File: src/hdl/kclc_pkg.sv
package kclc_pkg;

   localparam int CODE_DIGITS = 4;
   localparam int IDX_W = (CODE_DIGITS > 1) ? $clog2(CODE_DIGITS) : 1;
   localparam int COUNT_W = 3;
   localparam int TONE_W = 11;
   localparam int CSR_DATA_W = 16;

   localparam logic [COUNT_W-1:0] LAST_DIGIT = COUNT_W'(CODE_DIGITS - 1);

   localparam logic [0:0] CSR_MAX_FAILED_TRIES = 1'd0;
   localparam logic [0:0] CSR_LOCKOUT_TICKS = 1'd1;

   localparam logic [3:0] MAX_FAILED_RESET = 4'd3;
   localparam logic [15:0] LOCKOUT_RESET = 16'd100;

   localparam logic OP_KEY = 1'b0;
   localparam logic OP_TICK = 1'b1;

   localparam logic [3:0] KEY_VERIFY = 4'd1;
   localparam logic [3:0] KEY_SET = 4'd2;
   localparam logic [3:0] KEY_CHANGE = 4'd3;
   localparam logic [3:0] KEY_SOUND = 4'd4;
   localparam logic [3:0] KEY_LAST_DIGIT = 4'd9;
   localparam logic [3:0] KEY_DOWN = 4'd11;

   localparam logic [TONE_W-1:0] TONE_DOWN = 11'd494;
   localparam logic [TONE_W-1:0] TONE_WRONG = 11'd1000;
   localparam logic [TONE_W-1:0] TONE_LOCKOUT = 11'd500;

   typedef enum logic [2:0] {
      MODE_IDLE = 3'd0,
      MODE_VERIFY = 3'd1,
      MODE_SET = 3'd2,
      MODE_OLD = 3'd3,
      MODE_NEW = 3'd4,
      MODE_LOCKED = 3'd5
   } mode_type;

   typedef enum logic [3:0] {
      EV_NONE = 4'd0,
      EV_DIGIT = 4'd1,
      EV_STORED = 4'd2,
      EV_OPEN = 4'd3,
      EV_WRONG = 4'd4,
      EV_LOCKED = 4'd5,
      EV_NOT_SET = 4'd6,
      EV_ALREADY_SET = 4'd7,
      EV_SOUND = 4'd8,
      EV_SCROLLED = 4'd9,
      EV_UNLOCKED = 4'd10,
      EV_OLD_OK = 4'd11,
      EV_STARTED = 4'd12
   } event_type;

   typedef struct packed {
      logic op;
      logic [3:0] key_code;
   } req_word_type;

   typedef struct packed {
      logic [3:0] event_res;
      logic [TONE_W-1:0] tone_hz;
      logic [1:0] menu_position;
      logic sound_enabled;
      logic [2:0] digits_entered;
      logic [2:0] lock_mode;
   } rsp_word_type;

   typedef logic [CODE_DIGITS-1:0][3:0] code_word_type;

   typedef struct packed {
      mode_type mode;
      logic code_valid;
      logic [COUNT_W-1:0] entry_count;
      logic [3:0] failed_count;
      logic sound;
      logic [1:0] menu;
      logic [15:0] lock_counter;
   } lock_state_type;

   typedef struct packed {
      logic digit_we;
      logic store_we;
   } code_ctl_type;

   function automatic logic [TONE_W-1:0] digit_tone(input logic [3:0] key);
      logic [TONE_W-1:0] hz;
      unique case (key)
         4'd0: hz = 11'd523;
         4'd1: hz = 11'd587;
         4'd2: hz = 11'd659;
         4'd3: hz = 11'd698;
         4'd4: hz = 11'd784;
         4'd5: hz = 11'd880;
         4'd6: hz = 11'd987;
         4'd7: hz = 11'd1046;
         4'd8: hz = 11'd1175;
         4'd9: hz = 11'd1319;
         default: hz = '0;
      endcase
      return hz;
   endfunction

   function automatic logic [TONE_W-1:0] menu_tone(input logic [3:0] key);
      logic [TONE_W-1:0] hz;
      unique case (key)
         KEY_VERIFY: hz = 11'd587;
         KEY_SET: hz = 11'd659;
         KEY_CHANGE: hz = 11'd698;
         KEY_SOUND: hz = 11'd784;
         default: hz = '0;
      endcase
      return hz;
   endfunction

endpackage

File: src/hdl/keypad_code_lock_controller_unit.sv
// Keypad code lock. Each word on req_ is a key press or a timer tick; each one
// yields exactly one rsp_ word with the event, the buzzer tone it starts and the
// lock status after it. A word goes from the input register through kclc_step
// to the result register; a new word is taken every cycle while the result side
// keeps up; rsp_ready low stalls the single result register, then the input
// register. The code is four digits, held in flip-flops. Write csr_ registers
// (0 max failed tries, 1 lockout ticks) only while no word is in flight.
module keypad_code_lock_controller_unit (
   input  logic                          clock,
   input  logic                          reset,
   input  logic                          req_valid,
   output logic                          req_ready,
   input  kclc_pkg::req_word_type        req_word,
   output logic                          rsp_valid,
   input  logic                          rsp_ready,
   output kclc_pkg::rsp_word_type        rsp_word,
   input  logic                          csr_we,
   input  logic [0:0]                    csr_index,
   input  logic [kclc_pkg::CSR_DATA_W-1:0] csr_wdata
);

   localparam kclc_pkg::lock_state_type STATE_RESET = '{
      mode: kclc_pkg::MODE_IDLE,
      code_valid: 1'b0,
      entry_count: '0,
      failed_count: '0,
      sound: 1'b1,
      menu: '0,
      lock_counter: '0
   };

   logic in_valid_ff;
   kclc_pkg::req_word_type in_word_ff;
   logic rsp_valid_ff;
   kclc_pkg::rsp_word_type rsp_word_ff;
   kclc_pkg::lock_state_type state_ff;
   kclc_pkg::lock_state_type state_in;
   kclc_pkg::code_word_type stored_code_ff;
   kclc_pkg::code_word_type entry_digits_ff;
   kclc_pkg::code_word_type entry_upd;
   kclc_pkg::code_ctl_type code_ctl;
   kclc_pkg::rsp_word_type rsp_word_in;
   logic [3:0] max_failed_ff;
   logic [15:0] lockout_ticks_ff;
   logic advance;

   assign advance = in_valid_ff && (!rsp_valid_ff || rsp_ready);
   assign req_ready = !in_valid_ff || advance;
   assign rsp_valid = rsp_valid_ff;
   assign rsp_word = rsp_word_ff;

   kclc_step u_step (
      .word             (in_word_ff),
      .state            (state_ff),
      .stored_code      (stored_code_ff),
      .entry_digits     (entry_digits_ff),
      .max_failed_tries (max_failed_ff),
      .lockout_ticks    (lockout_ticks_ff),
      .state_next       (state_in),
      .entry_upd        (entry_upd),
      .code_ctl         (code_ctl),
      .rsp              (rsp_word_in)
   );

   always_ff @(posedge clock) begin
      if (reset) begin
         in_valid_ff <= 1'b0;
         rsp_valid_ff <= 1'b0;
         state_ff <= STATE_RESET;
         max_failed_ff <= kclc_pkg::MAX_FAILED_RESET;
         lockout_ticks_ff <= kclc_pkg::LOCKOUT_RESET;
      end else begin
         if (req_ready) in_valid_ff <= req_valid;
         if (advance) begin
            rsp_valid_ff <= 1'b1;
            state_ff <= state_in;
         end else if (rsp_ready) begin
            rsp_valid_ff <= 1'b0;
         end
         if (csr_we) begin
            unique case (csr_index)
               kclc_pkg::CSR_MAX_FAILED_TRIES: max_failed_ff <= csr_wdata[3:0];
               kclc_pkg::CSR_LOCKOUT_TICKS:    lockout_ticks_ff <= csr_wdata[15:0];
               default: ;
            endcase
         end
      end
   end

   // payload, no reset
   always_ff @(posedge clock) begin
      if (req_valid && req_ready) in_word_ff <= req_word;
      if (advance) rsp_word_ff <= rsp_word_in;
      if (advance && code_ctl.digit_we) entry_digits_ff <= entry_upd;
      if (advance && code_ctl.store_we) stored_code_ff <= entry_upd;
   end

   a_count_in_range: assert property (@(posedge clock) disable iff (reset)
      state_ff.entry_count <= kclc_pkg::LAST_DIGIT)
      else $error("entry count past code length");

   a_locked_no_entry: assert property (@(posedge clock) disable iff (reset)
      state_ff.mode == kclc_pkg::MODE_LOCKED |-> state_ff.entry_count == '0)
      else $error("digits pending while locked");

   a_code_valid_sticks: assert property (@(posedge clock) disable iff (reset)
      state_ff.code_valid |=> state_ff.code_valid)
      else $error("stored code lost its valid flag");

   a_stall_holds_word: assert property (@(posedge clock) disable iff (reset)
      in_valid_ff && !advance |=> in_valid_ff && $stable(state_ff))
      else $error("word dropped or state moved under stall");

   a_store_only_in_entry: assert property (@(posedge clock) disable iff (reset)
      advance && code_ctl.store_we |->
         (state_ff.mode == kclc_pkg::MODE_SET || state_ff.mode == kclc_pkg::MODE_NEW))
      else $error("code stored outside set or change");

endmodule

File: src/hdl/kclc_step.sv
module kclc_step (
   input  kclc_pkg::req_word_type   word,
   input  kclc_pkg::lock_state_type state,
   input  kclc_pkg::code_word_type  stored_code,
   input  kclc_pkg::code_word_type  entry_digits,
   input  logic [3:0]               max_failed_tries,
   input  logic [15:0]              lockout_ticks,
   output kclc_pkg::lock_state_type state_next,
   output kclc_pkg::code_word_type  entry_upd,
   output kclc_pkg::code_ctl_type   code_ctl,
   output kclc_pkg::rsp_word_type   rsp
);

   logic is_key;
   logic is_digit;
   logic is_last;
   logic in_entry;
   logic match;
   logic start_ok;
   logic lock_hit;
   logic tick_done;
   logic [3:0] fail_inc;
   logic [kclc_pkg::IDX_W-1:0] digit_idx;
   logic [kclc_pkg::TONE_W-1:0] tone_raw;
   kclc_pkg::mode_type mode_next;
   kclc_pkg::event_type ev;

   assign is_key = (word.op == kclc_pkg::OP_KEY);
   assign is_digit = is_key && (word.key_code <= kclc_pkg::KEY_LAST_DIGIT);
   assign is_last = (state.entry_count == kclc_pkg::LAST_DIGIT);
   assign in_entry = (state.mode == kclc_pkg::MODE_VERIFY) || (state.mode == kclc_pkg::MODE_SET)
                  || (state.mode == kclc_pkg::MODE_OLD) || (state.mode == kclc_pkg::MODE_NEW);
   assign digit_idx = state.entry_count[kclc_pkg::IDX_W-1:0];
   assign fail_inc = (state.failed_count == 4'hF) ? 4'hF : state.failed_count + 4'd1;
   assign lock_hit = (fail_inc >= max_failed_tries);
   assign tick_done = (state.lock_counter <= 16'd1);
   assign match = (entry_upd == stored_code);

   always_comb begin
      entry_upd = entry_digits;
      entry_upd[digit_idx] = word.key_code;
   end

   always_comb begin
      unique case (word.key_code)
         kclc_pkg::KEY_VERIFY: start_ok = state.code_valid;
         kclc_pkg::KEY_SET:    start_ok = !state.code_valid;
         kclc_pkg::KEY_CHANGE: start_ok = state.code_valid;
         default:              start_ok = 1'b0;
      endcase
   end

   // next mode
   always_comb begin
      mode_next = state.mode;
      unique case (state.mode)
         kclc_pkg::MODE_LOCKED: begin
            if (!is_key && tick_done) mode_next = kclc_pkg::MODE_IDLE;
         end
         kclc_pkg::MODE_IDLE: begin
            if (is_key && start_ok) begin
               priority case (word.key_code)
                  kclc_pkg::KEY_VERIFY: mode_next = kclc_pkg::MODE_VERIFY;
                  kclc_pkg::KEY_SET:    mode_next = kclc_pkg::MODE_SET;
                  default:              mode_next = kclc_pkg::MODE_OLD;
               endcase
            end
         end
         kclc_pkg::MODE_VERIFY: begin
            if (is_digit && is_last) begin
               mode_next = (!match && lock_hit) ? kclc_pkg::MODE_LOCKED : kclc_pkg::MODE_IDLE;
            end
         end
         kclc_pkg::MODE_OLD: begin
            if (is_digit && is_last) begin
               mode_next = match ? kclc_pkg::MODE_NEW : kclc_pkg::MODE_IDLE;
            end
         end
         kclc_pkg::MODE_SET, kclc_pkg::MODE_NEW: begin
            if (is_digit && is_last) mode_next = kclc_pkg::MODE_IDLE;
         end
         default: mode_next = kclc_pkg::MODE_IDLE;
      endcase
   end

   // data and result
   always_comb begin
      state_next = state;
      state_next.mode = mode_next;
      code_ctl = '0;
      ev = kclc_pkg::EV_NONE;
      tone_raw = '0;
      if (state.mode == kclc_pkg::MODE_LOCKED) begin
         if (!is_key) begin
            if (tick_done) begin
               state_next.lock_counter = '0;
               ev = kclc_pkg::EV_UNLOCKED;
            end else begin
               state_next.lock_counter = state.lock_counter - 16'd1;
            end
         end else begin
            ev = kclc_pkg::EV_LOCKED;
         end
      end else if (!is_key) begin
         ev = kclc_pkg::EV_NONE;
      end else if (state.mode == kclc_pkg::MODE_IDLE) begin
         if (word.key_code >= kclc_pkg::KEY_VERIFY && word.key_code <= kclc_pkg::KEY_SOUND) begin
            tone_raw = kclc_pkg::menu_tone(word.key_code);
            if (word.key_code == kclc_pkg::KEY_SOUND) begin
               state_next.sound = !state.sound;
               ev = kclc_pkg::EV_SOUND;
            end else if (!start_ok) begin
               ev = (word.key_code == kclc_pkg::KEY_SET) ? kclc_pkg::EV_ALREADY_SET
                                                         : kclc_pkg::EV_NOT_SET;
            end else begin
               state_next.entry_count = '0;
               ev = kclc_pkg::EV_STARTED;
            end
         end else if (word.key_code == kclc_pkg::KEY_DOWN) begin
            state_next.menu = state.menu + 2'd1;
            tone_raw = kclc_pkg::TONE_DOWN;
            ev = kclc_pkg::EV_SCROLLED;
         end
      end else if (in_entry && is_digit) begin
         code_ctl.digit_we = 1'b1;
         tone_raw = kclc_pkg::digit_tone(word.key_code);
         ev = kclc_pkg::EV_DIGIT;
         if (!is_last) begin
            state_next.entry_count = state.entry_count + 3'd1;
         end else begin
            state_next.entry_count = '0;
            if (state.mode == kclc_pkg::MODE_SET || state.mode == kclc_pkg::MODE_NEW) begin
               code_ctl.store_we = 1'b1;
               state_next.code_valid = 1'b1;
               ev = kclc_pkg::EV_STORED;
            end else if (match) begin
               state_next.failed_count = '0;
               ev = (state.mode == kclc_pkg::MODE_VERIFY) ? kclc_pkg::EV_OPEN
                                                          : kclc_pkg::EV_OLD_OK;
            end else if (state.mode == kclc_pkg::MODE_VERIFY && lock_hit) begin
               state_next.failed_count = '0;
               state_next.lock_counter = lockout_ticks;
               tone_raw = kclc_pkg::TONE_LOCKOUT;
               ev = kclc_pkg::EV_LOCKED;
            end else begin
               if (state.mode == kclc_pkg::MODE_VERIFY) state_next.failed_count = fail_inc;
               tone_raw = kclc_pkg::TONE_WRONG;
               ev = kclc_pkg::EV_WRONG;
            end
         end
      end
   end

   always_comb begin
      rsp.event_res = ev;
      rsp.tone_hz = state.sound ? tone_raw : '0;
      rsp.menu_position = state_next.menu;
      rsp.sound_enabled = state_next.sound;
      rsp.digits_entered = state_next.entry_count;
      rsp.lock_mode = state_next.mode;
   end

endmodule

File: config.mk
export PLATFORM = sky130hd
export DESIGN_NAME = keypad_code_lock_controller_unit
export DESIGN_NICKNAME = d
export VERILOG_FILES = /design/src/hdl/kclc_pkg.sv /design/src/hdl/keypad_code_lock_controller_unit.sv /design/src/hdl/kclc_step.sv
export SDC_FILE = /design/constraint.sdc
export NUM_CORES = 1
export LEC_CHECK = 0
export BUFFER_PORTS_ARGS = -buffer_cell sky130_fd_sc_hd__buf_2
export CORE_MARGIN = 4
export CORE_UTILIZATION = 60
export DETAILED_ROUTE_END_ITERATION = 7
export GPL_TIMING_DRIVEN = 0
export PLACE_DENSITY = 0.87
export SETUP_SLACK_MARGIN = 0.05
export SLEW_MARGIN = 20
export SYNTH_ARGS = -nofsm -noshare
export SYNTH_HDL_FRONTEND = slang
export SYNTH_SLANG_ARGS = --single-unit
File: constraint.sdc
create_clock -name clock -period 4.3 [get_ports clock]
set_clock_uncertainty 0.2 [all_clocks]
set_input_delay 0.645 -clock clock [delete_from_list [all_inputs] [get_ports clock]]
set_output_delay 0.645 -clock clock [all_outputs]
set_load 0.02 [all_outputs]
# ---- Word-level counts from Yosys, hierarchy flattened
# Memory sizes are Yosys's and may differ from the RTL's. A register that Yosys moved wholly into a read port is not among the register bits.
# Cells that the tools add are included.
dict set report word_totals {
  reg_bits 113
  mem_bits_ro 176
  input_bits 27
  out_inout_bits 26
  wordCells 177
  mem_count 1
}
# memory words word_bits read_ports rd_ports_with_merged_regs wr line_no
set mem_list {}
lappend mem_list {{(no name shown)} 16 11 1 1 0 kclc_pkg.sv:89} ;# unique case (key)
dict set report op_classes {
  add_sub_neg 4
  order_cmp 7
  n_eq_ne 18
  n_mux 76
  bitwise_logic 6
  reduce_logical 38
}
# cell count
set ops {}
lappend ops {{$mux W16} 9}
lappend ops {{$mux W4} 23}
lappend ops {{$mux W11} 6}
lappend ops {{$pmux W10 S4} 1}
lappend ops {{$mux W3} 13}
lappend ops {{$mux W26} 1}
lappend ops {{$mux W10} 2}
lappend ops {{$bwmux W16} 1}
lappend ops {{$eq A16 B16 Y1} 1}
lappend ops {{$le A16 B1 Y1 const B} 1}
lappend ops {{$sub A16 B1 Y16 const B} 1}
lappend ops {{$pmux W3 S5} 1}
lappend ops {{$logic_and A1 B1 Y1} 13}
lappend ops {{$mux W2} 6}
lappend ops {{$eq A3 B2 Y1 const B} 3}
lappend ops {{$mux W9} 1}
lappend ops {{$reduce_and A9 Y1} 1}
lappend ops {{$demux W4 S2} 1}
lappend ops {{$eq A4 B2 Y1 const B} 2}
lappend ops {{$eq A4 B4 Y1 const B} 2}
lappend ops {{$mux W1} 8}
lappend ops {{$ne A2 B2 Y1 const B} 4}
lappend ops {{$reduce_and A8 Y1} 1}
lappend ops {{$reduce_bool A2 Y1} 4}
lappend ops {{26 further kinds} 43}

# ---- Depth between registers and ports, before layout
dict set report logic_depth {
  ltp_word 13
  ltp_mapped 11
  depth_no_buf 10
}

# ---- Modules after synthesis
# From an unflattened synthesis, not the netlist that was laid out.
dict set report hier_totals {
  cells_unflattened 678
  hier_area_um2 6533.8
}
# module instances cells_per_inst area_per_inst_um2
set by_module_without_submodules {}
lappend by_module_without_submodules {keypad_code_lock_controller_unit 1 289 4018.9}
lappend by_module_without_submodules {kclc_step 1 389 2514.9}

# ---- Least setup slack after synthesis
# Ideal clock, no wire load.
dict set report synth_timing {
  path_type {in2reg}
  startpoint {input port rsp_ready}
  endpoint {register stored_code_ff[0] in the netlist's numbering (enable)}
  arrival_ns 2.795
  path_slack_ns 0.872
  stages 4
  path_buffers 1
  path_cell_list {nor2b_1 > nand2b_1 > clkbuf_1 > nor4_1}
}
dict set report synth_between {
  elab_chain_cells 3
}
# item line_no
set synth_lines {}
lappend synth_lines {{from (decl)} keypad_code_lock_controller_unit.sv:15} ;# input logic rsp_ready,
lappend synth_lines {{$logic_or A1 B1 Y1} keypad_code_lock_controller_unit.sv:47} ;# assign advance = in_valid_ff && (!rsp_valid_ff || rsp_ready);
lappend synth_lines {{$logic_and A1 B1 Y1} keypad_code_lock_controller_unit.sv:47}
lappend synth_lines {{$logic_and A1 B1 Y1} keypad_code_lock_controller_unit.sv:95} ;# if (advance && code_ctl.store_we) stored_code_ff <= entry_upd;
lappend synth_lines {{to (signal assigned)} keypad_code_lock_controller_unit.sv:95}
lappend synth_lines {{to (decl)} keypad_code_lock_controller_unit.sv:38} ;# kclc_pkg::code_word_type stored_code_ff;
# Every way passes these cells.
# A chain may end at the register's enable or synchronous reset.

==> results.md <==
Critical path:
- STA classifies the critical path endpoint as a flip-flop.
- The type of the worst setup path is flip-flop to flip-flop.
- STA puts the critical path data arrival time at 3620 ps.
- The peak fanout along the critical path is 10.
- For the worst setup path, the data required time is 4520 ps.
- STA classifies the critical path startpoint as a flip-flop.

Route:
- The average wire per cell in the routed design is 17.8 um.
- In the routed design, unresolved DRC markers number 0.
- The first routing iteration left 784 violations.
- The final wirelength is 15.1 mm.
- Dividing the detail-routed via count by the number of cells gives 6.11.
- The final route contains 5198 vias.
- The first-pass iteration count of the detailed router is 8.
- The remaining antenna violation count is 0.

Outcome:
- The flow ran to the end, and the final reports show no timing, DRC or antenna violations.

Synthesis:
- The post-synthesis adder-cell area fraction is 0.0338.
- Summing every instance area after synthesis gives 6280 um^2.
- Synthesis produced 627 cells.
- The complex-gate fraction of the synthesized area is 0.140.
- Of all cell types, the one taking the most synthesized area is sky130_fd_sc_hd__edfxtp_1.
- The synthesized design contains 61 enable-type register cells.
- Synthesis inferred 123 register bits.
- The area fraction in and, or, nand and nor cells after synthesis is 0.168.
- The warning count from the yosys run is 0.
- The sequential element share of the synthesized area is 0.489.
- The multiplexer area fraction after synthesis is 0.0731.
- The area share of xor/xnor cells in the synthesized design is 0.0488.
- The share of Yosys cell area claimed by the top area cell type is 0.291.
- Ranked by total cell area, the synthesized netlist is headed by sky130_fd_sc_hd__edfxtp_1 (29%), sky130_fd_sc_hd__dfxtp_1 (20%), sky130_fd_sc_hd__nand2_1 (4.2%).
- Among all cell types in the netlist, the one instantiated most often is sky130_fd_sc_hd__nand2_1.
- The main flop type after synthesis is sky130_fd_sc_hd__dfxtp_1.
- The number of unique standard cell types used by synthesis is 65.
- Sorting the synthesized cells by how often they occur yields sky130_fd_sc_hd__nand2_1 (70), sky130_fd_sc_hd__dfxtp_1 (62), sky130_fd_sc_hd__edfxtp_1 (61).
- The share of synthesized flip-flops with an asynchronous set or reset is 0.
- The average cell area after synthesis is 10.0 um^2.
- The largest family of logic cells by synthesized area is simple AND/OR/NAND/NOR gates.
- The post-synthesis net count is 671.

Placement:
- The number of buffers added on ports is 52.
- The half-perimeter wire length after detailed placement is 10.6 mm.
- The congestion estimate from routability-driven global placement came to 0.907.

Floorplan:
- The area of the core is 10300 um^2.
- During I/O placement, the number of pins put on the boundary was 53.
- From bottom edge to top edge, the die measures 110 um.
- The die covers 12200 um^2.
- The site row count is 37.
- For this configuration, the core starts out at a cell density of 0.612.
- The die is 110 um wide.

Clocking:
- In this run the number of H-tree levels came out at 4.
- Hold repair after CTS inserted 0 buffers.
- The CTS buffer count is 17.
- Counting along the longest clock path gives a buffer depth of 2.
- The number of buffers inserted by post-CTS setup repair is 0.
- The TritonCTS clock tree is done.
- CTS saw 123 sinks.
- The clock insertion delay at the later pin of the skew report is 540 ps.
- The cell at the root of the clock tree is sky130_fd_sc_hd__clkbuf_8.
- The number of gates resized after CTS was 0.
- The clock transition at the registers of the reported paths is 60 ps.

Cells and area:
- At the end of the flow, the number of nets in the layout was 746.
- Fill cells in the final layout number 726.
- The area growth from synthesis to layout is 16.3%.
- Of the cells placed in the final design, the portion with a size suffix greater than 1 is 0.185.
- The number of antenna diodes in the final layout is 0.

Power:
- The share of total power dissipated in combinational logic is 0.087.
- Of the total power, the share spent switching nets is 0.233.
- The switching power summed over all nets is 0.000671 W.
- Summed over all cells, the static leakage comes to 2.90 nW.
- The total power is 0.00288 W.
- The power share of the clock group is 0.466.
- The power density of the placed cells is 394 nW/um^2.
- The portion of total power attributed to sequential cells is 0.447.
- The peak ir drop on the vdd network is 0.328 mV.
- The internal power of the cells is 0.00221 W.

STA:
- The final number of setup-violating endpoints is 0.
- The smallest hold slack is 98.0 ps.
- The maximum achievable frequency is 294 MHz.
- In this run the tightest slew margin relative to its limit is 0.369.
- The transition at the pin with the smallest max-transition slack is 922 ps.
- The final cycle utilization of the critical path is 0.790.
- The number of hold violations in the final report came to 0.
- Summed over all failing endpoints, the final setup total negative slack is 0 ps.
- The number of max-slew violations in the final report came to 0.
- The final critical path time including I/O delays and setup is 3400 ps.
- Setup repair after global routing left no endpoint under its margin.

Global routing:
- In the global route stage, overall resource usage came out at 0.262.
- The global-route wire length before repair is 24.1 mm.
- The via count of the first global-routing pass is 4971.
- Summed over all layers, the global routing overflow is 0.
- The maximum number of pins on one net before global-route repair is 34.
- The number of antenna violations at the first check in global routing was 0.

Min path:
- The class of the tightest hold or removal check is input pin to flip-flop.

Job:
- The max-cap check violation count is 0.
==> kinds of logic (layout without fill, tap and decap cells) <==
| logic type | count (synthesis) | after routing |
|---|---|---|
| AND/OR/NAND/NOR | 213 | 213 |
| AO/OA/AOI/OAI | 131 | 131 |
| flip-flops | 123 | 123 |
| buffers and inverters | 67 | 155 |
| multiplexers | 41 | 41 |
| XOR/XNOR | 35 | 35 |
| adder cells (fa/ha/maj) | 17 | 17 |
==> final timing paths <==
path / start / endpoint / slack, ps / cells past startpoint
worst min register to register: lockout_ticks_ff[12]$_SDFFE_PP0P_ / lockout_ticks_ff[12]$_SDFFE_PP0P_ / 260 / 2
worst max register to register: state_ff[24]$_SDFFE_PP0P_ / state_ff[2]$_SDFFE_PP0P_ / 900 / 9
worst min-delay path: req_word[4] / in_word_ff[4]$_DFFE_PP_ / 100 / 1
worst max-delay path: state_ff[24]$_SDFFE_PP0P_ / state_ff[2]$_SDFFE_PP0P_ / 900 / 9
==> worst max-delay path, stage by stage (launching register included) <==
cell and delay (ps):
sky130_fd_sc_hd__dfxtp_1 340, sky130_fd_sc_hd__inv_1 110, sky130_fd_sc_hd__ha_1 300, sky130_fd_sc_hd__mux2_2 410
sky130_fd_sc_hd__xor2_1 170, sky130_fd_sc_hd__nor4_2 360, sky130_fd_sc_hd__nand4_1 420, sky130_fd_sc_hd__a21oi_4 440
sky130_fd_sc_hd__buf_8 200, sky130_fd_sc_hd__mux2_4 310
==> placed cells by master, fill, tap and decap left out, types with 20 or more instances in the layout <==
cell type	n
sky130_fd_sc_hd__nand2_1	70
sky130_fd_sc_hd__dfxtp_1	62
sky130_fd_sc_hd__a21oi_1	36
sky130_fd_sc_hd__o21ai_0	24
sky130_fd_sc_hd__nor2_1	49
sky130_fd_sc_hd__xor2_1	20
sky130_fd_sc_hd__clkbuf_1	28
sky130_fd_sc_hd__mux2i_1	20
sky130_fd_sc_hd__buf_2	64
sky130_fd_sc_hd__edfxtp_1	61
sky130_fd_sc_hd__inv_1	27
==> power by group through the flow <==
stage | registers (W) | clock network [W] | logic [W]
after floorplan | 0.00132 | 0 | 0.000156
after global placement | 0.00131 | 0 | 0.000233
after detailed placement | 0.00131 | 0 | 0.000243
after CTS | 0.00129 | 0.00135 | 0.000246
after global routing | 0.00129 | 0.00141 | 0.000272
final | 0.00129 | 0.00134 | 0.000250
==> metal layers <==
| metal | part of all wire | GRT usage |
|---|---|---|
| met1 | 0.42 | 0.330 |
| met2 | 0.47 | 0.417 |
| met3 | 0.082 | 0.0716 |
| met4 | 0.033 | 0.127 |
| met5 | 0 | 0 |
==> sequential cells by signal, indices dropped and copies added (netlist names), named ones only <==
name              count
entry_digits_ff      16
in_valid_ff           1
in_word_ff            5
lockout_ticks_ff     16
max_failed_ff         4
rsp_valid             1
rsp_word             24
state_ff             30
stored_code_ff       16
==> area by class of cell <==
cell class	instances	area, um^2	share of cell area
Buffer	39	194	0.0265
Clock buffer	24	460	0.0630
Clock inverter	8	93.8	0.0128
Inverter	28	105	0.0144
Multi-Input combinational cell	437	2920	0.400
Sequential cell	123	3070	0.420
Tap cell	136	170	0.0233
Timing Repair Buffer	56	292	0.0399
==> metrics by stage <==
step,std cells,worst slack (ps),cell area [um^2],util
2_1_floorplan,627,872,6280,-
3_3_place_gp,815,-164,6720,0.653
3_5_place_dp,819,304,6760,0.658
4_1_cts,851,704,7310,0.711
5_1_grt,851,741,7310,0.711
6_report,851,902,7310,0.711
(Power assumes the default switching activity.)
